<file path="config.mk">
export PLATFORM = sky130hd
export DESIGN_NAME = foldback_current_limiter_core
export DESIGN_NICKNAME = d
export VERILOG_FILES = /design/src/sv/fclim_pkg.sv /design/src/sv/foldback_current_limiter_core.sv /design/src/sv/fclim_filter.sv /design/src/sv/fclim_mode.sv
export SDC_FILE = /design/constraint.sdc
export NUM_CORES = 1
export LEC_CHECK = 0
export BUFFER_PORTS_ARGS = -buffer_cell sky130_fd_sc_hd__buf_4
export CORE_ASPECT_RATIO = 0.7
export CORE_UTILIZATION = 50
export DETAILED_ROUTE_END_ITERATION = 10
export PLACE_DENSITY = 0.67
export SLEW_MARGIN = 20
export SYNTH_ARGS = -nofsm -noshare
export SYNTH_HDL_FRONTEND = slang
export SYNTH_SLANG_ARGS = --single-unit
export TNS_END_PERCENT = 5
</file>
<file path="constraint.sdc">
create_clock -name i_clk -period 11.47 [get_ports i_clk]
set_input_delay 2.294 -clock i_clk [delete_from_list [all_inputs] [get_ports i_clk]]
set_output_delay 2.294 -clock i_clk [all_outputs]
set_load 0.05 [all_outputs]
</file>
<file path="src/sv/fclim_pkg.sv">
`timescale 1ns / 1ps
// ----------------------------------------------------------------------------
// fclim_pkg
// Shared types and constants for the foldback current limiter.
// ----------------------------------------------------------------------------
package fclim_pkg;

    // Field widths fixed by the interface.
    localparam int CUR_W   = 12;
    localparam int TIME_W  = 32;
    localparam int WGT_W   = 9;
    localparam int MODE_W  = 2;
    localparam int CFG_IDX_W  = 3;
    localparam int CFG_DATA_W = 32;

    // Filter weight is expressed out of this full-scale value.
    localparam int WGT_SHIFT = 8;
    localparam logic [WGT_W-1:0] WGT_FULL = WGT_W'(256);
    localparam logic [WGT_W-1:0] WGT_RESET = WGT_W'(230);

    // Configuration register indexes.
    localparam logic [CFG_IDX_W-1:0] REG_USE_LEGACY    = 3'd0;
    localparam logic [CFG_IDX_W-1:0] REG_LEGACY_LIMIT  = 3'd1;
    localparam logic [CFG_IDX_W-1:0] REG_PEAK_LIMIT    = 3'd2;
    localparam logic [CFG_IDX_W-1:0] REG_PEAK_TIME     = 3'd3;
    localparam logic [CFG_IDX_W-1:0] REG_FOLD_LIMIT    = 3'd4;
    localparam logic [CFG_IDX_W-1:0] REG_FOLD_TIME     = 3'd5;
    localparam logic [CFG_IDX_W-1:0] REG_FILTER_WEIGHT = 3'd6;

    // Limit mode codes.
    localparam logic [MODE_W-1:0] MODE_LEGACY = 2'd0;
    localparam logic [MODE_W-1:0] MODE_PEAK   = 2'd1;
    localparam logic [MODE_W-1:0] MODE_FOLD   = 2'd2;

    // Limiter settings as seen by the mode controller.
    typedef struct packed {
        logic              use_legacy;
        logic [CUR_W-1:0]  legacy_limit;
        logic [CUR_W-1:0]  peak_limit;
        logic [TIME_W-1:0] peak_time_ms;
        logic [CUR_W-1:0]  foldback_limit;
        logic [TIME_W-1:0] foldback_time_ms;
    } t_lim_cfg;

    // Result of the mode decision for one sample.
    typedef struct packed {
        logic [CUR_W-1:0]  limit;
        logic [MODE_W-1:0] mode;
    } t_lim_res;

endpackage

</file>
<file path="src/sv/foldback_current_limiter_core.sv">
`timescale 1ns / 1ps
// ----------------------------------------------------------------------------
// foldback_current_limiter_core
// Filters motor-current samples and picks the legacy, peak or foldback limit.
// ----------------------------------------------------------------------------
// Usage:
// Samples enter on the input channel (i_valid / o_ready) with a current
// value and a millisecond timestamp. Each accepted transaction yields exactly
// one result transaction (o_valid / i_ready) carrying the filtered current,
// the applied limit and the limit mode.
// A transaction accepted at the input is registered in the input stage,
// processed by the filter and mode logic, and registered in the output
// register, from which the receiver takes it. Throughput is one transaction
// per cycle while the receiver does not stall, set by the combinational
// filter multiply and mode update.
// When the receiver stalls, the output register holds its result and the
// input stage keeps taking one more transaction before o_ready drops.
// Settings are to be written via i_cfg_we / i_cfg_idx / i_cfg_data only while
// the block is idle; it does not enforce this. Writing the mode, peak or
// foldback settings returns the limiter to peak mode with the timer idle.
// Reset clears the filter, the mode state and the settings, weight to 230 of 256.
// ----------------------------------------------------------------------------
module foldback_current_limiter_core #(
    parameter int FILTER_FRAC_BITS = 8
) (
    input  logic                                  i_clk,
    input  logic                                  i_rst_n,
    input  logic                                  i_cfg_we,
    input  logic [fclim_pkg::CFG_IDX_W-1:0]       i_cfg_idx,
    input  logic [fclim_pkg::CFG_DATA_W-1:0]      i_cfg_data,
    input  logic                                  i_valid,
    output logic                                  o_ready,
    input  logic [fclim_pkg::CUR_W-1:0]           i_current_sample,
    input  logic [fclim_pkg::TIME_W-1:0]          i_now_ms,
    output logic                                  o_valid,
    input  logic                                  i_ready,
    output logic [fclim_pkg::CUR_W-1:0]           o_filtered_current,
    output logic [fclim_pkg::CUR_W-1:0]           o_applied_limit,
    output logic [fclim_pkg::MODE_W-1:0]          o_limit_mode
);

    localparam int ACC_W = fclim_pkg::CUR_W + FILTER_FRAC_BITS;

    fclim_pkg::t_lim_cfg            r_cfg;
    logic [fclim_pkg::WGT_W-1:0]    r_weight;
    logic                           r_s1_valid;
    logic [fclim_pkg::CUR_W-1:0]    r_s1_sample;
    logic [fclim_pkg::TIME_W-1:0]   r_s1_now;
    logic                           r_out_valid;
    logic [fclim_pkg::CUR_W-1:0]    r_out_cur;
    fclim_pkg::t_lim_res            r_out_res;
    logic                           adv;
    logic                           clr_peak;
    logic [ACC_W-1:0]               acc_next;
    fclim_pkg::t_lim_res            res;

    // Pipeline control: the process stage moves when the output can take it.
    assign adv     = r_s1_valid && (!r_out_valid || i_ready);
    assign o_ready = !r_s1_valid || adv;

    // Settings that send the limiter back to peak mode.
    assign clr_peak = i_cfg_we && ((i_cfg_idx == fclim_pkg::REG_USE_LEGACY)
                                || (i_cfg_idx == fclim_pkg::REG_PEAK_LIMIT)
                                || (i_cfg_idx == fclim_pkg::REG_PEAK_TIME)
                                || (i_cfg_idx == fclim_pkg::REG_FOLD_LIMIT)
                                || (i_cfg_idx == fclim_pkg::REG_FOLD_TIME));

    // Configuration registers.
    always_ff @(posedge i_clk) begin
        if (!i_rst_n) begin
            r_cfg    <= '0;
            r_weight <= fclim_pkg::WGT_RESET;
        end else if (i_cfg_we) begin
            unique case (i_cfg_idx)
                fclim_pkg::REG_USE_LEGACY: begin
                    r_cfg.use_legacy <= i_cfg_data[0];
                end
                fclim_pkg::REG_LEGACY_LIMIT: begin
                    r_cfg.legacy_limit <= i_cfg_data[fclim_pkg::CUR_W-1:0];
                end
                fclim_pkg::REG_PEAK_LIMIT: begin
                    r_cfg.peak_limit <= i_cfg_data[fclim_pkg::CUR_W-1:0];
                end
                fclim_pkg::REG_PEAK_TIME: begin
                    r_cfg.peak_time_ms <= i_cfg_data[fclim_pkg::TIME_W-1:0];
                end
                fclim_pkg::REG_FOLD_LIMIT: begin
                    r_cfg.foldback_limit <= i_cfg_data[fclim_pkg::CUR_W-1:0];
                end
                fclim_pkg::REG_FOLD_TIME: begin
                    r_cfg.foldback_time_ms <= i_cfg_data[fclim_pkg::TIME_W-1:0];
                end
                fclim_pkg::REG_FILTER_WEIGHT: begin
                    r_weight <= i_cfg_data[fclim_pkg::WGT_W-1:0];
                end
                default: begin
                end
            endcase
        end
    end

    // Input stage: capture the sample and its timestamp.
    always_ff @(posedge i_clk) begin
        if (!i_rst_n) begin
            r_s1_valid <= 1'b0;
        end else if (o_ready) begin
            r_s1_valid <= i_valid;
        end
    end

    always_ff @(posedge i_clk) begin
        if (i_valid && o_ready) begin
            r_s1_sample <= i_current_sample;
            r_s1_now    <= i_now_ms;
        end
    end

    fclim_filter #(
        .FRAC_BITS (FILTER_FRAC_BITS)
    ) u_filter (
        .i_clk      (i_clk),
        .i_rst_n    (i_rst_n),
        .i_adv      (adv),
        .i_sample   (r_s1_sample),
        .i_weight   (r_weight),
        .o_acc_next (acc_next)
    );

    fclim_mode #(
        .FRAC_BITS (FILTER_FRAC_BITS)
    ) u_mode (
        .i_clk      (i_clk),
        .i_rst_n    (i_rst_n),
        .i_adv      (adv),
        .i_clr_peak (clr_peak),
        .i_cfg      (r_cfg),
        .i_acc      (acc_next),
        .i_now_ms   (r_s1_now),
        .o_res      (res)
    );

    // Output register: holds the result until the receiver takes it.
    always_ff @(posedge i_clk) begin
        if (!i_rst_n) begin
            r_out_valid <= 1'b0;
        end else if (adv) begin
            r_out_valid <= 1'b1;
        end else if (i_ready) begin
            r_out_valid <= 1'b0;
        end
    end

    always_ff @(posedge i_clk) begin
        if (adv) begin
            r_out_cur <= acc_next[ACC_W-1:FILTER_FRAC_BITS];
            r_out_res <= res;
        end
    end

    assign o_valid            = r_out_valid;
    assign o_filtered_current = r_out_cur;
    assign o_applied_limit    = r_out_res.limit;
    assign o_limit_mode       = r_out_res.mode;

endmodule

</file>
<file path="src/sv/fclim_filter.sv">
`timescale 1ns / 1ps
// ----------------------------------------------------------------------------
// fclim_filter
// First-order exponential smoothing filter with a fixed-point accumulator.
// ----------------------------------------------------------------------------
module fclim_filter #(
    parameter int FRAC_BITS = 8
) (
    input  logic                               i_clk,
    input  logic                               i_rst_n,
    input  logic                               i_adv,
    input  logic [fclim_pkg::CUR_W-1:0]        i_sample,
    input  logic [fclim_pkg::WGT_W-1:0]        i_weight,
    output logic [fclim_pkg::CUR_W+FRAC_BITS-1:0] o_acc_next
);

    localparam int ACC_W  = fclim_pkg::CUR_W + FRAC_BITS;
    localparam int PROD_W = ACC_W + fclim_pkg::WGT_W;
    localparam int SUM_W  = PROD_W + 1;

    logic [ACC_W-1:0]             r_acc;
    logic [fclim_pkg::WGT_W-1:0]  w_old;
    logic [fclim_pkg::WGT_W-1:0]  w_new;
    logic [ACC_W-1:0]             sample_fx;
    logic [PROD_W-1:0]            prod_old;
    logic [PROD_W-1:0]            prod_new;
    logic [SUM_W-1:0]             sum;

    // Weights above full scale behave as full scale, so the filter holds.
    assign w_old = (i_weight > fclim_pkg::WGT_FULL) ? fclim_pkg::WGT_FULL : i_weight;
    assign w_new = fclim_pkg::WGT_FULL - w_old;

    // Blend old value and new sample, then drop the weight scale.
    assign sample_fx = {i_sample, {FRAC_BITS{1'b0}}};
    assign prod_old  = PROD_W'(w_old) * PROD_W'(r_acc);
    assign prod_new  = PROD_W'(w_new) * PROD_W'(sample_fx);
    assign sum       = SUM_W'(prod_old) + SUM_W'(prod_new);
    assign o_acc_next = sum[fclim_pkg::WGT_SHIFT +: ACC_W];

    // Accumulator follows every processed sample.
    always_ff @(posedge i_clk) begin
        if (!i_rst_n) begin
            r_acc <= '0;
        end else if (i_adv) begin
            r_acc <= o_acc_next;
        end
    end

endmodule

</file>
<file path="src/sv/fclim_mode.sv">
`timescale 1ns / 1ps
// ----------------------------------------------------------------------------
// fclim_mode
// Peak / foldback mode controller with its overcurrent timer.
// ----------------------------------------------------------------------------
module fclim_mode #(
    parameter int FRAC_BITS = 8
) (
    input  logic                                  i_clk,
    input  logic                                  i_rst_n,
    input  logic                                  i_adv,
    input  logic                                  i_clr_peak,
    input  fclim_pkg::t_lim_cfg                   i_cfg,
    input  logic [fclim_pkg::CUR_W+FRAC_BITS-1:0] i_acc,
    input  logic [fclim_pkg::TIME_W-1:0]          i_now_ms,
    output fclim_pkg::t_lim_res                   o_res
);

    localparam int ACC_W = fclim_pkg::CUR_W + FRAC_BITS;

    logic                         r_fold;
    logic                         r_run;
    logic [fclim_pkg::TIME_W-1:0] r_start;
    logic                         n_fold;
    logic                         n_run;
    logic [fclim_pkg::TIME_W-1:0] n_start;
    logic [ACC_W-1:0]             peak_fx;
    logic                         above;
    logic [fclim_pkg::TIME_W-1:0] base;
    logic [fclim_pkg::TIME_W-1:0] run_elapsed;
    logic [fclim_pkg::TIME_W-1:0] fold_elapsed;

    // Threshold compare at full accumulator precision.
    assign peak_fx = {i_cfg.peak_limit, {FRAC_BITS{1'b0}}};
    assign above   = i_acc > peak_fx;

    // The timer base is the current time when the timer is just starting.
    assign base         = r_run ? r_start : i_now_ms;
    assign run_elapsed  = i_now_ms - base;
    assign fold_elapsed = i_now_ms - r_start;

    // Next mode state and the limit that goes with it.
    always_comb begin
        n_fold  = r_fold;
        n_run   = r_run;
        n_start = r_start;
        if (i_cfg.use_legacy) begin
            n_fold = 1'b0;
            n_run  = 1'b0;
        end else if (!r_fold) begin
            if (!above) begin
                n_run = 1'b0;
            end else begin
                n_run   = 1'b1;
                n_start = base;
                if (run_elapsed > i_cfg.peak_time_ms) begin
                    n_start = i_now_ms;
                    n_fold  = 1'b1;
                end
            end
        end else if (fold_elapsed > i_cfg.foldback_time_ms) begin
            n_fold = 1'b0;
            n_run  = 1'b0;
        end

        if (i_cfg.use_legacy) begin
            o_res.limit = i_cfg.legacy_limit;
            o_res.mode  = fclim_pkg::MODE_LEGACY;
        end else if (n_fold) begin
            o_res.limit = i_cfg.foldback_limit;
            o_res.mode  = fclim_pkg::MODE_FOLD;
        end else begin
            o_res.limit = i_cfg.peak_limit;
            o_res.mode  = fclim_pkg::MODE_PEAK;
        end
    end

    // A mode, peak or foldback settings write returns the controller to peak mode, timer idle.
    always_ff @(posedge i_clk) begin
        if (!i_rst_n) begin
            r_fold  <= 1'b0;
            r_run   <= 1'b0;
            r_start <= '0;
        end else if (i_clr_peak) begin
            r_fold <= 1'b0;
            r_run  <= 1'b0;
        end else if (i_adv) begin
            r_fold  <= n_fold;
            r_run   <= n_run;
            r_start <= n_start;
        end
    end

endmodule
</file>
# ---- After elaboration in Yosys (flattened, before gate mapping)
# Index checks and enable logic that the tools add are counted.
dict set report op_classes {
  n_mul 2
  bitwise 4
  muxes 16
  addsub 4
  n_eq_ne 7
  reduce_logical 23
  n_lt_le_gt_ge 4
}
# cell count
set ops {}
lappend ops {{32-bit greater-than comparator} 2}
lappend ops {{32-bit 2-to-1 mux} 2}
lappend ops {{32-bit subtractor} 2}
lappend ops {{28-bit adder} 1}
lappend ops {{9-bit by 20-bit multiplier with 28-bit output} 1}
lappend ops {{14-bit 2-to-1 mux} 2}
lappend ops {{20-bit greater-than comparator} 1}
lappend ops {{9-bit by 12-bit multiplier with 20-bit output} 1}
lappend ops {{2-bit AND reduction} 8}
lappend ops {{1-bit 2-to-1 mux} 11}
lappend ops {{3-bit == test, second input constant} 3}
lappend ops {{9-bit greater-than comparator, second input constant} 1}
lappend ops {{9-bit 2-to-1 mux} 1}
lappend ops {{9-bit subtractor, first input constant} 1}
lappend ops {{3-bit by 2-bit == test with 1-bit output, second input constant} 2}
lappend ops {{1-bit logical OR} 6}
lappend ops {{5-bit AND reduction} 1}
lappend ops {{1-bit inverter} 4}
lappend ops {{3-bit by 1-bit == test with 1-bit output, second input constant} 1}
lappend ops {{1-bit logical AND} 3}
lappend ops {{3-bit zero test} 1}
lappend ops {{3-bit inequality test, second input constant} 1}
lappend ops {{1-bit zero test} 2}
lappend ops {{2-bit nonzero test} 1}
lappend ops {{2-bit OR reduction} 1}
dict set report totals {
  input_bits 84
  output_inout_bits 28
  reg_bits 236
}

# ---- Logic depth before layout (Yosys ltp)
# Gate-level depths: netlist of the first run.
dict set report depth {
  ltp_word 11
  depth_mapped 44
}

# ---- Cells and area by module
# From an unflattened synthesis of the first run, not the netlist that was laid out.
dict set report unflattened {
  hier_cells 2575
  area_unflattened_um2 23326.1
}
# module n_inst seq_area_each_um2 cells_per_inst area_each_um2
set by_module_without_submodules {}
lappend by_module_without_submodules {fclim_filter 1 400.4 1148 9902.0}
lappend by_module_without_submodules {fclim_mode 1 680.7 942 7084.3}
lappend by_module_without_submodules {foldback_current_limiter_core 1 4344.2 485 6339.8}

# ---- Worst setup path after synthesis of the first run
# Ideal clock, no wire load.
dict set report synth_path {
  path_kind {flip-flop to flip-flop}
  from {reg r_weight[8] in the netlist's numbering}
  to {reg r_out_res (netlist bit o_applied_limit[10]) (data pin)}
  path_stages_with_launch 42
  setup_slack_ns 2.430
  setup_ns 0.261
  period_less_slack_ns 9.040
  arrival_time_ns 8.779
  cell_sequence {dfxtp_1 > clkbuf_1 > nor2b_1 > nor3_1 > nand3_1 > nor3_1 > xnor2_1 > clkbuf_1 > nand2_1 > fa_1 > fa_1 > inv_1 > fa_1 > inv_1 > fa_1 > inv_1 > ha_1 > inv_1 > (+6 left out) > ha_1 > or2_2 > a21oi_1 > a31oi_1 > a21oi_1 > nor2b_1 > nor3_1 > nor2_1 > ha_1 > and4_1 > nand3_1 > or3_1 > nor4_2 > a41oi_2 > nor3b_4 > or2_4 > buf_6 > a221o_1}
}
# element line
set synth_rtl {}
lappend synth_rtl {{start: declaration} foldback_current_limiter_core.sv:45} ;# logic [fclim_pkg::WGT_W-1:0] r_weight;
lappend synth_rtl {{start signal: assignment} foldback_current_limiter_core.sv:72} ;# r_weight <= fclim_pkg::WGT_RESET;
lappend synth_rtl {{start signal: assignment} foldback_current_limiter_core.sv:94} ;# r_weight <= i_cfg_data[fclim_pkg::WGT_W-1:0];
lappend synth_rtl {{end signal: assignment} foldback_current_limiter_core.sv:156} ;# r_out_res <= res;
lappend synth_rtl {{end: declaration} foldback_current_limiter_core.sv:51} ;# fclim_pkg::t_lim_res r_out_res;

==> results.md, run 1 <==
- Clock-pin slew on the worst setup and hold paths: approximately 0.06 ns
- Remaining global-route overflow: 0
- Mapped Cells: 2664
- Remaining design rule violation count: 0
- Port bufs: between 100 and 150
- Placed cell areas: 24200 sq um
- Horiz. Die Dim: 258 um
- Clock buffer depth: 3
- Starting utilization of the core area: 0.508
- Setup repair after global routing missed its margin: no
- Area growth from synthesis to final layout: 9.09%
- Number of max-slew violations in the final report: 0
- Post-synth ARST share: 0
- Full die area: ~47000 sq um
- Number of distinct library cell variants in the gate-level netlist after synthesis: 71
- FF+latch count, synth: about 240
- Commonest cells after routing, fill and taps aside: sky130_fd_sc_hd__nand2_1, sky130_fd_sc_hd__inv_1, sky130_fd_sc_hd__ha_1
- Clk sink count: roughly 240
- Max_cap viols: 0
- Floorplan row count: 65
- Share of cells above drive strength 1: 0.0727
- Drt initial violations: approximately 1500
- Final Wtd Congestion: approximately 0.94
- Area of the placeable core: between 40000 and 50000 sq um
- Final critical-path setup slack: 0.744 ns
- Setup total negative slack: 0 ns
- Capturing element type of the critical path: flip-flop
- Routed wire length: 60600 um
- HPWL after detailed placement: 47800 um
- YS warnings: 0
- Hold WS: ~0.46 ns
- Buffer cell driving the clock tree root: sky130_fd_sc_hd__clkbuf_16
- Sum of buffers and inverters on the critical path: 7
- Share of synthesized area occupied by flip-flops and latches: 0.236
- Via Count: roughly 18000
- Most frequent standard cell in the layout excluding fill and tap cells: sky130_fd_sc_hd__nand2_1
- Number of nets at the end of the flow: 3227
- CP peak stage delay: around 0.82 ns
- Share of the core filled with cells in the final layout: 0.554
- Final setup violation count: 0
- Maximum fanout along the worst path: 21
- Vertical extent of the die: 181 um
- VDD IR max: between 0.3 and 0.4 mV
- Final hold violation count: 0
- Insertion delay of the later-clocked pin in the worst-skew pair: 0.58 ns
- Cell area power density: 299 nW/um^2
- DR pass1 iterations: 6
- Leading post-synthesis cells by cell area: sky130_fd_sc_hd__fa_1, sky130_fd_sc_hd__dfxtp_1, sky130_fd_sc_hd__ha_1, sky130_fd_sc_hd__edfxtp_1, sky130_fd_sc_hd__nand2_1
- Global-route wire length before repair: 98000 um
- Final min period: around 11 ns
- Top-level port count: about 110
- Clock tree from TritonCTS: built
- Fraction of synthesized cell area taken by the top area cell type: 0.188
- Global-route usage over all layers: 0.264
- Post-route cell area: 25100 sq um
- Post-route antenna net violation count: 0
- Number of enable flip-flop cells after synthesis: 70
- Crit start category: flip-flop
- Setup slack at placement: between 0.7 and 0.8 ns
- Main synth FF type: sky130_fd_sc_hd__dfxtp_1
- DR vias/cell: 5.49
- Worst-Margin Slew: 1.00 ns
- Outcome: completed
- Worst EP arrival: 11.03 ns
- Normalized max-slew margin: 0.327
- Static Leak: 0.0110 uW
- Crit path max-delay family: adder cells
- Clk_skew: 0.0269 ns
- Critical-path cell with the highest stage delay: sky130_fd_sc_hd__dfxtp_1
- Average routed wire per standard cell: 18.2 um
- Count of buffers added by post-CTS timing repair for setup: 0
- Final worst-path cycle share: 0.935
- Number of antenna violations at the first check in global routing: 2
- Average instance area after synthesis: 8.62 sq um
- Maximum clock frequency: 0.0932 GHz
- CTS resizes: 0
- Path class of the lowest-slack min-delay path: reg -> reg
- H-tree levels: 1
- Post-synthesis instance area: ~23000 sq um
- Num CTS Buffers: 25
- Worst endpoint required time: 11.78 ns
- Cell accounting for the most synthesized area: sky130_fd_sc_hd__fa_1
- CP Class: reg -> reg
- Number of global-route vias before repair: approximately 18000
- Maximum number of pins on one net before global-route repair: a little under 80
- Cts-stage hold buffer count: 0
- Post-synthesis net count: approximately 3200
==> stage by stage <==
step	std cells	power [uW]
after floorplan	2664	5090
after global placement	3280	6420
after detailed placement	3280	6550
after CTS	3326	7430
after global routing	3327	8180
final	3327	7480
==> state kept, by name (all words and copies together) (netlist names) <==
name	flops
r_cfg	101
r_s1_now	32
u_mode.r_start	32
u_filter.r_acc	20
o_applied_limit	12
o_filtered_current	12
r_s1_sample	12
r_weight	9
o_limit_mode	2
o_valid	1
r_s1_valid	1
u_mode.r_fold	1
u_mode.r_run	1
==> logic make-up after synthesis <==
family          share of synthesized area
buf+inv                            0.0871
fa+ha+maj                           0.310
flops                               0.236
compound gates                      0.124
mux                                0.0318
xor+xnor                           0.0366
simple gates                        0.174
==> metal layers <==
metal	vias up	global-route usage	part of all wire
met5	-	0	0.00021
met4	2	0.0402	0.015
met3	60	0.0598	0.089
met2	623	0.388	0.41
met1	8890	0.399	0.48
li1	8679	-	-
==> tightest hold or removal path, delay by kind of cell, from the launching register on <==
family / cells / cell delay, ns
flip-flops: 1 / 0.30
AND/OR/NAND/NOR: 1 / 0.05
AO/OA/AOI/OAI: 1 / 0.06
==> cells in the mapped netlist, drive strengths merged, types with 3 or more instances <==
cell	n
edfxtp	70
nand4b	3
nor2b	34
a211o	5
xnor2	66
fa	216
nand3b	4
a211oi	9
a21o	52
mux2	4
clkbuf	93
buf	22
a221o	12
a21boi	107
a21oi	89
o21a	15
or3	5
nor4	4
nand4	17
o21bai	11
ha	223
mux2i	68
and4	6
nor2	63
nand2	546
nand2b	15
o31ai	7
or2	6
nor3	33
dfxtp	166
o41ai	6
a31oi	10
and2	104
inv	402
nand3	32
xor2	30
and3	7
nor3b	5
o21ai	61
o211ai	10
==> where the power goes <==
group | switching, uW | leakage (uW) | total [uW] | internal, uW
clock | 379 | 0.000409 | 828 | 449
combinational | 3300 | 0.00861 | 5460 | 2150
sequential | 130 | 0.00202 | 1200 | 1070
==> worst paths after layout <==
path,startpoint,slack [ns],cells after the start,end
max,r_weight[8],0.74,40,o_applied_limit[4]
min,r_cfg[99],0.46,2,r_cfg[99]
min reg2reg,r_cfg[99],0.46,2,r_cfg[99]
max reg2reg,r_weight[8],0.74,40,o_applied_limit[4]
==> final cells by class <==
class                      instances  area, sq um
tap                              603          754
clock inverter                    17          139
antenna                            1         2.50
fill                            4105        20200
timing repair buffer             128          961
sequential                       236         5430
multi-input combinational       1910        15600
clock buffer                      29          672
inverter                         403         1520
(Power assumes the default switching activity.)
==> inputs of run 2 (changes only) <==
- CORE_UTILIZATION: 50 -> 28
- PLACE_DENSITY: 0.67 -> default
- SYNTH_HIERARCHICAL: default -> 1
==> run 2 against run 1 <==
- die area up 80%
- global-route usage down 12 points
- combinational power about the same
- routed wire length up 0.92%
==> results.md, run 2 <==
- Mux cell area share after synthesis: 0.0794 (was 0.0318)
- VDD IR max: 0.368 mV (was 0.344 mV)
- Average instance area after synthesis: 9.06 sq um (was 8.62 sq um)
- Most Used Layer, Global Route: met1 (unchanged)
- Grt met3 use: 0.0308 (was 0.0598)
- Most frequent standard cell in the layout excluding fill and tap cells: sky130_fd_sc_hd__nand2_1 (unchanged)
- Mapped Cells: 2575 (was 2664)
- Number of cells on the worst reg-to-reg path: 38 (was 40)
- Post-synthesis net count: 3099 (was 3187)
- Endpoint of the worst hold-timing path: r_cfg[73] (was r_cfg[99])
- Horiz. Die Dim: 347 um (was 258 um)
- Remaining design rule violation count: 0 (unchanged)
- Crit start category: flip-flop (unchanged)
- Number of global-route vias before repair: 16900 (was 18100)
- Post-synthesis instance area: 23300 sq um (was 23000 sq um)
- Buffer cell driving the clock tree root: sky130_fd_sc_hd__clkbuf_16 (unchanged)
- Post-route antenna net violation count: 0 (unchanged)
- Setup slack at placement: 0.638 ns (was 0.720 ns)
- Global-route wire length before repair: 97500 um (was 98000 um)
- Power, Total: 7630 uW (was 7480 uW)
- Clock buffer depth: 3 (unchanged)
- Final min period: 10.70 ns (was 10.73 ns)
- DR vias/cell: 4.69 (was 5.49)
- Commonest cells in the netlist: sky130_fd_sc_hd__nand2_1, sky130_fd_sc_hd__inv_1, sky130_fd_sc_hd__ha_1 (unchanged)
- Num CTS Buffers: 28 (was 25)
- Drt initial violations: 1165 (was 1458)
- Maximum number of pins on one net before global-route repair: 92 (was 77)
- Final hold violation count: 0 (unchanged)
- Floorplan row count: 88 (was 65)
- Share of synthesized area occupied by flip-flops and latches: 0.233 (was 0.236)
- Cell accounting for the most synthesized area: sky130_fd_sc_hd__fa_1 (unchanged)
- Min-delay src: r_cfg[73] (was r_cfg[99])
- Starting utilization of the core area: 0.283 (was 0.508)
- Clk_skew: 0.0467 ns (was 0.0269 ns)
- Main synth FF type: sky130_fd_sc_hd__dfxtp_1 (unchanged)
- Path class of the lowest-slack min-delay path: reg -> reg (unchanged)
- Final worst-path cycle share: 0.933 (was 0.935)
- Top reg by flops: r_cfg (unchanged)
- Footprint of the multi-input gates: 16000 sq um (was 15600 sq um)
- Final critical-path setup slack: 0.771 ns (was 0.744 ns)
- CP Class: reg -> reg (unchanged)
- Remaining global-route overflow: 0 (unchanged)
- Flip-flop count of the largest register, all copies and words added: 101 (unchanged)
- FF+latch count, synth: 236 (unchanged)
- Cts-stage hold buffer count: 0 (unchanged)
- Post-synthesis simple-gate area fraction: 0.161 (was 0.174)
- Area of the placeable core: 82500 sq um (was 45200 sq um)
- Normalized max-slew margin: 0.299 (was 0.327)
- Post-route cell area: 26200 sq um (was 25100 sq um)
- Sequential cell area in the final layout: 5430 sq um (unchanged)
- Commonest cells after routing, fill and taps aside: sky130_fd_sc_hd__nand2_1, sky130_fd_sc_hd__inv_1, sky130_fd_sc_hd__ha_1 (unchanged)
- Largest family of logic cells by synthesized area: adder cells (unchanged)
- Launch point of the worst reg-to-reg path: r_weight[8] (unchanged)
- Worst EP arrival: 11.23 ns (was 11.03 ns)
- Share of synthesized cell area in full adder, half adder and majority cells: 0.306 (was 0.310)
- Routed wire length: 61100 um (was 60600 um)
- Cell type with the highest occurrence count on the critical path: sky130_fd_sc_hd__fa_1
- Static Leak: 0.0118 uW (was 0.0110 uW)
- Endpoint of the most critical register-to-register path: u_mode/r_start[3] (was o_applied_limit[4])
- Number of diodes added for antenna fixing: 0 (was 1)
- Fraction of synthesized cell area taken by the top area cell type: 0.185 (was 0.188)
- Global-route usage over all layers: 0.145 (was 0.264)
- Leading post-synthesis cells by cell area: sky130_fd_sc_hd__fa_1, sky130_fd_sc_hd__dfxtp_1, sky130_fd_sc_hd__ha_1, sky130_fd_sc_hd__edfxtp_1, sky130_fd_sc_hd__mux2i_1 (was sky130_fd_sc_hd__fa_1, sky130_fd_sc_hd__dfxtp_1, sky130_fd_sc_hd__ha_1, sky130_fd_sc_hd__edfxtp_1, sky130_fd_sc_hd__nand2_1)
- Placed cell areas: 25200 sq um (was 24200 sq um)
- Area growth from synthesis to final layout: 12.2% (was 9.09%)
- DR pass1 iterations: 5 (was 6)
- YS warnings: 6 (was 0)
- GR met1 Demand/Resource: 0.221 (was 0.399)
- Via Count: 17500 (was 18300)
- Worst endpoint required time: 12.01 ns (was 11.78 ns)
- Synthesized-area fraction occupied by xor and xnor cells: 0.0356 (was 0.0366)
- Post-synth ARST share: 0 (unchanged)
- Number of enable flip-flop cells after synthesis: 70 (unchanged)
- Number of distinct library cell variants in the gate-level netlist after synthesis: 90 (was 71)
- Insertion delay of the later-clocked pin in the worst-skew pair: 0.62 ns (was 0.58 ns)
- Clk sink count: 236 (unchanged)
- Maximum clock frequency: 0.0935 GHz (was 0.0932 GHz)
- Dominant cell by count in the synthesized netlist: sky130_fd_sc_hd__nand2_1 (unchanged)
- Average routed wire per standard cell: 16.4 um (was 18.2 um)
- Compound-gate portion of the synthesized area: 0.104 (was 0.124)
- Registers with the most flip-flops: r_cfg x101, r_s1_now x32, u_mode/r_start x32 (was r_cfg x101, r_s1_now x32, u_mode.r_start x32)
- Setup repair after global routing missed its margin: no (unchanged)
- Clock tree from TritonCTS: built (unchanged)
- Worst-Margin Slew: 1.04 ns (was 1.00 ns)
- Worst hold path stage count: 2 (unchanged)
- Cell area power density: 291 nW/um^2 (was 299 nW/um^2)
- HPWL after detailed placement: 48000 um (was 47800 um)
- Port bufs: 111 (unchanged)
- Outcome: completed (unchanged)
- Full die area: 84500 sq um (was 46800 sq um)
- Setup total negative slack: 0 ns (unchanged)
- Number of antenna violations at the first check in global routing: 4 (was 2)
- Critical-path cell with the highest stage delay: sky130_fd_sc_hd__dfxtp_1 (unchanged)
- H-tree levels: 1 (unchanged)
- Clock-pin slew on the worst setup and hold paths: 0.07 ns (was 0.06 ns)
- Final Wtd Congestion: 0.896 (was 0.941)
- Hold WS: 0.460 ns (was 0.463 ns)
- Final setup violation count: 0 (unchanged)
- Count of buffers added by post-CTS timing repair for setup: 0 (unchanged)
- Number of nets at the end of the flow: 3151 (was 3227)
- Capturing element type of the critical path: flip-flop (unchanged)
- Number of max-slew violations in the final report: 0 (unchanged)
- Max_cap viols: 0 (unchanged)
- Share of cells above drive strength 1: 0.0808 (was 0.0727)
- Met2 Resource Use GR: 0.208 (was 0.388)
- CP peak stage delay: 0.66 ns (was 0.82 ns)
- Top-level port count: 112 (unchanged)
- Minimum setup slack among reg-to-reg paths: 0.77 ns (was 0.74 ns)
- Maximum fanout along the worst path: 32 (was 21)
- Fill cell instance count of the final layout: 8588 (was 4105)
- Vertical extent of the die: 243 um (was 181 um)
run 2: worst max path at each step:
stage           startpoint            endpoint  slack, ns  depth (start not counted)
2_1_floorplan  r_weight[1]   u_mode/r_start[0]       1.76                         41
4_1_cts        r_weight[8]   u_mode/r_start[3]       0.61                         38
6_report       r_weight[8]   u_mode/r_start[3]       0.77                         38
3_3_place_gp   r_weight[8]  u_mode/r_start[17]       0.84                         38
3_5_place_dp   r_weight[8]  u_mode/r_start[15]       0.64                         38
5_1_grt        r_weight[8]  u_mode/r_start[14]       0.11                         41
run 2: area by class of cell:
type | count | area share
clock buffer | 34 | 0.0280
clock inverter | 18 | 0.00827
inverter | 372 | 0.0534
multi-input combinational | 1856 | 0.613
sequential | 236 | 0.207
tap | 1080 | 0.0517
timing repair buffer | 133 | 0.0383
run 2: what timing repair did:
item,CTS,global route
endpoints found under the setup margin,0,39
gates resized for setup,0,3
endpoints found under the hold margin,0,0
run 2: metal layers:
layer / routed length (um) / part of all wire / vias up
li1: - / - / 8562
met1: 31200 / 0.51 / 8467
met2: 24900 / 0.41 / 415
met3: 4040 / 0.066 / 53
met4: 998 / 0.016 / 2
met5: 11 / 0.00018 / -
run 2: power by group:
part           internal [uW]  leakage [uW]  switching (uW)  total (uW)
registers               1060       0.00202             156        1220
clock network            530      0.000453             411         941
logic                   2160       0.00932            3300        5460
total                   3760        0.0118            3870        7630
run 2: critical path, delay by kind of cell, from the launching register on:
family,cells,cell delay [ns]
compound gates,7,2.10
mux,1,0.26
buf+inv,6,0.95
simple gates,12,2.39
xor+xnor,4,0.71
fa+ha+maj,8,3.51
flops,1,0.66
run 2: cells by family after synthesis:
logic type,count (synthesis)
muxes,185
xor gates and xnor gates,93
buffers and inverters,483
adders and majority gates,440
and+or+nand+nor,796
DFF,236
AOI/OAI and AO/OA,342
run 2: per-stage QoR:
stage	utilization	std cells
floorplan	-	2575
global placement	0.305	3677
detailed placement	0.305	3677
CTS	0.317	3729
global route	0.317	3729
finish	0.317	3729
==> inputs of run 3 (changes only) <==
- BUFFER_PORTS_ARGS: -buffer_cell sky130_fd_sc_hd__buf_4 -> -buffer_cell sky130_fd_sc_hd__clkbuf_2
- SLEW_MARGIN: 20 -> 10
- TNS_END_PERCENT: 5 -> default
==> run 3 against run 2 <==
- core utilization down 0.33 points
- worst setup slack lost 0.13 ns
- clock skew fell by 0.030 ns
- routed wire length increased by 0.86%
- critical endpoint is now u_mode/r_start[21]
- cell count about the same
- global-route usage up 0.19 points
- sequential cell count did not move
- sequential power about the same
- final area is 1.1% lower
- via count rose by 0.10%
- count of clock-buffer cells in the layout up 3
==> results.md, run 3 (synthesized netlist as in run 2, its figures left out) <==
- VDD IR max: 0.411 mV (was 0.368 mV)
- Commonest cells after routing, fill and taps aside: sky130_fd_sc_hd__nand2_1, sky130_fd_sc_hd__inv_1, sky130_fd_sc_hd__ha_1 (unchanged)
- Area of the placeable core: 82500 sq um (unchanged)
- Worst EP arrival: 11.35 ns (was 11.23 ns)
- Buffer cell driving the clock tree root: sky130_fd_sc_hd__clkbuf_16 (unchanged)
- Maximum clock frequency: 0.0924 GHz (was 0.0935 GHz)
- Comb pwr share: 0.717 (was 0.716)
- Registers with the most flip-flops: r_cfg x101, r_s1_now x32, u_mode/r_start x32 (unchanged)
- Global-route wire length before repair: 98600 um (was 97500 um)
- Insertion delay of the later-clocked pin in the worst-skew pair: 0.61 ns (was 0.62 ns)
- Most frequent standard cell in the layout excluding fill and tap cells: sky130_fd_sc_hd__nand2_1 (unchanged)
- Critical-path cell with the highest stage delay: sky130_fd_sc_hd__a21oi_1 (was sky130_fd_sc_hd__dfxtp_1)
- Floorplan row count: 88 (unchanged)
- DR pass1 iterations: 7 (was 5)
- Capturing element type of the critical path: flip-flop (unchanged)
- HPWL after detailed placement: 48200 um (was 48000 um)
- Routed wire length: 61700 um (was 61100 um)
- Top reg by flops: r_cfg (unchanged)
- CP peak stage delay: 0.76 ns (was 0.66 ns)
- Path class of the lowest-slack min-delay path: reg -> reg (unchanged)
- Cell area power density: 292 nW/um^2 (was 291 nW/um^2)
- DR vias/cell: 4.70 (was 4.69)
- Number of global-route vias before repair: 17200 (was 16900)
- Remaining global-route overflow: 0 (unchanged)
- Final non-filler cell total: 3730 (was 3729)
- Worst endpoint required time: 11.99 ns (was 12.01 ns)
- Clk sink count: 236 (unchanged)
- Starting utilization of the core area: 0.283 (unchanged)
- Num CTS Buffers: 28 (unchanged)
- Via Count: 17500 (about the same)
- Number of diodes added for antenna fixing: 0 (unchanged)
- Final Wtd Congestion: 0.885 (was 0.896)
- Global-route usage over all layers: 0.147 (was 0.145)
- Clock tree from TritonCTS: built (unchanged)
- Drt initial violations: 1194 (was 1165)
- Clk_skew: 0.0168 ns (was 0.0467 ns)
- Vertical extent of the die: 243 um (unchanged)
- Final worst-path cycle share: 0.944 (was 0.933)
- Minimum setup slack among reg-to-reg paths: 0.65 ns (was 0.77 ns)
- Maximum number of pins on one net before global-route repair: 86 (was 92)
- Static Leak: 0.0118 uW (about the same)
- Share of cells above drive strength 1: 0.0815 (was 0.0808)
- Normalized max-slew margin: 0.279 (was 0.299)
- Remaining design rule violation count: 0 (unchanged)
- Final min period: 10.82 ns (was 10.70 ns)
- Setup total negative slack: 0 ns (unchanged)
- Maximum fanout along the worst path: 32 (unchanged)
- Crit start category: flip-flop (unchanged)
- Switch Pwr: 3860 uW (was 3870 uW)
- Final setup violation count: 0 (unchanged)
- Average routed wire per standard cell: 16.5 um (was 16.4 um)
- Clock buffer depth: 3 (unchanged)
- Number of antenna violations at the first check in global routing: 6 (was 4)
- Post-route antenna net violation count: 0 (unchanged)
- Switching fraction of total power: 0.510 (was 0.507)
- Horiz. Die Dim: 347 um (unchanged)
- CP Class: reg -> reg (unchanged)
- Number of max-slew violations in the final report: 0 (unchanged)
- Final hold violation count: 0 (unchanged)
- Power, Total: 7570 uW (was 7630 uW)
- H-tree levels: 1 (unchanged)
- Relative contribution of the clock network to total power: 0.123 (about the same)
- Worst-Margin Slew: 1.08 ns (was 1.04 ns)
- Portion of total power attributed to sequential cells: 0.160 (about the same)
- Flip-flop count of the largest register, all copies and words added: 101 (unchanged)
- Number of nets at the end of the flow: 3153 (was 3151)
- Top-level port count: 112 (unchanged)
- Clock-pin slew on the worst setup and hold paths: 0.07 ns (about the same)
- Outcome: completed (unchanged)
- Max_cap viols: 0 (unchanged)
- Internal power component: 3710 uW (was 3760 uW)
- Area growth from synthesis to final layout: 11.0% (was 12.2%)
- Cts-stage hold buffer count: 0 (unchanged)
- Port bufs: 111 (unchanged)
- CTS resizes: 0 (unchanged)
- Full die area: 84500 sq um (unchanged)
- Count of buffers added by post-CTS timing repair for setup: 0 (unchanged)
- Fill cell instance count of the final layout: 8636 (was 8588)
- Placed cells: 3679 (was 3677)
run 3: cell count changes in the layout (fill, tap and decap cells not counted), sizes merged:
cell and delta:
clkbuf +113, clkinv -4, buf -108, clkinvlp +3
bufinv -2, inv -1
run 3: worst paths after layout:
| path | from | end | cells after the start |
|---|---|---|---|
| min reg2reg | r_cfg[31] | r_cfg[31] | 2 |
| min | r_cfg[31] | r_cfg[31] | 2 |
| max reg2reg | r_weight[8] | u_mode/r_start[21] | 39 |
| max | r_weight[8] | u_mode/r_start[21] | 39 |
run 3: power groups by stage:
stage,combinational [uW],clock (uW),sequential [uW]
3_3_place_gp,5340,0,1230
2_1_floorplan,3950,0,1230
6_report,5430,929,1210
4_1_cts,5410,956,1210
5_1_grt,6120,989,1220
3_5_place_dp,5370,0,1230
run 3: area by class of cell:
cell class                      count  area [sq um]  area share
Multi-Input combinational cell   1856         16000       0.619
Inverter                          372          1400      0.0539
Clock buffer                       37           796      0.0307
Sequential cell                   236          5430       0.210
Clock inverter                     14           146     0.00566
Timing Repair Buffer              135           742      0.0287
Tap cell                         1080          1350      0.0522
run 3: through the flow:
stage | worst slack, ns | hold WS [ns] | utilization | cell area, sq um
floorplan | 1.76 | 0.434 | - | 23300
global placement | 0.843 | 0.442 | 0.302 | 24900
detailed placement | 0.610 | 0.447 | 0.302 | 24900
CTS | 0.625 | 0.459 | 0.314 | 25900
global route | -0.00537 | 0.475 | 0.314 | 25900
finish | 0.645 | 0.458 | 0.314 | 25900
run 3: metal layers:
metal  track usage  part of all wire  routed length (um)  vias to the layer above
li1              -                 -                   -                     8571
met5             0           0.00024                  15                        -
met1         0.220              0.50               31000                     8452
met3        0.0360             0.075                4640                       61
met2         0.213              0.41               25100                      429
met4        0.0241             0.015                 935                        4
run 3: critical path, delay by kind of cell, from the launching register on:
family | cells | cell delay, ns
adders and majority gates | 9 | 3.83
xor gates and xnor gates | 3 | 0.49
DFF | 1 | 0.30
AOI/OAI and AO/OA | 9 | 2.87
muxes | 1 | 0.27
buffers and inverters | 8 | 1.32
and+or+nand+nor | 9 | 1.64
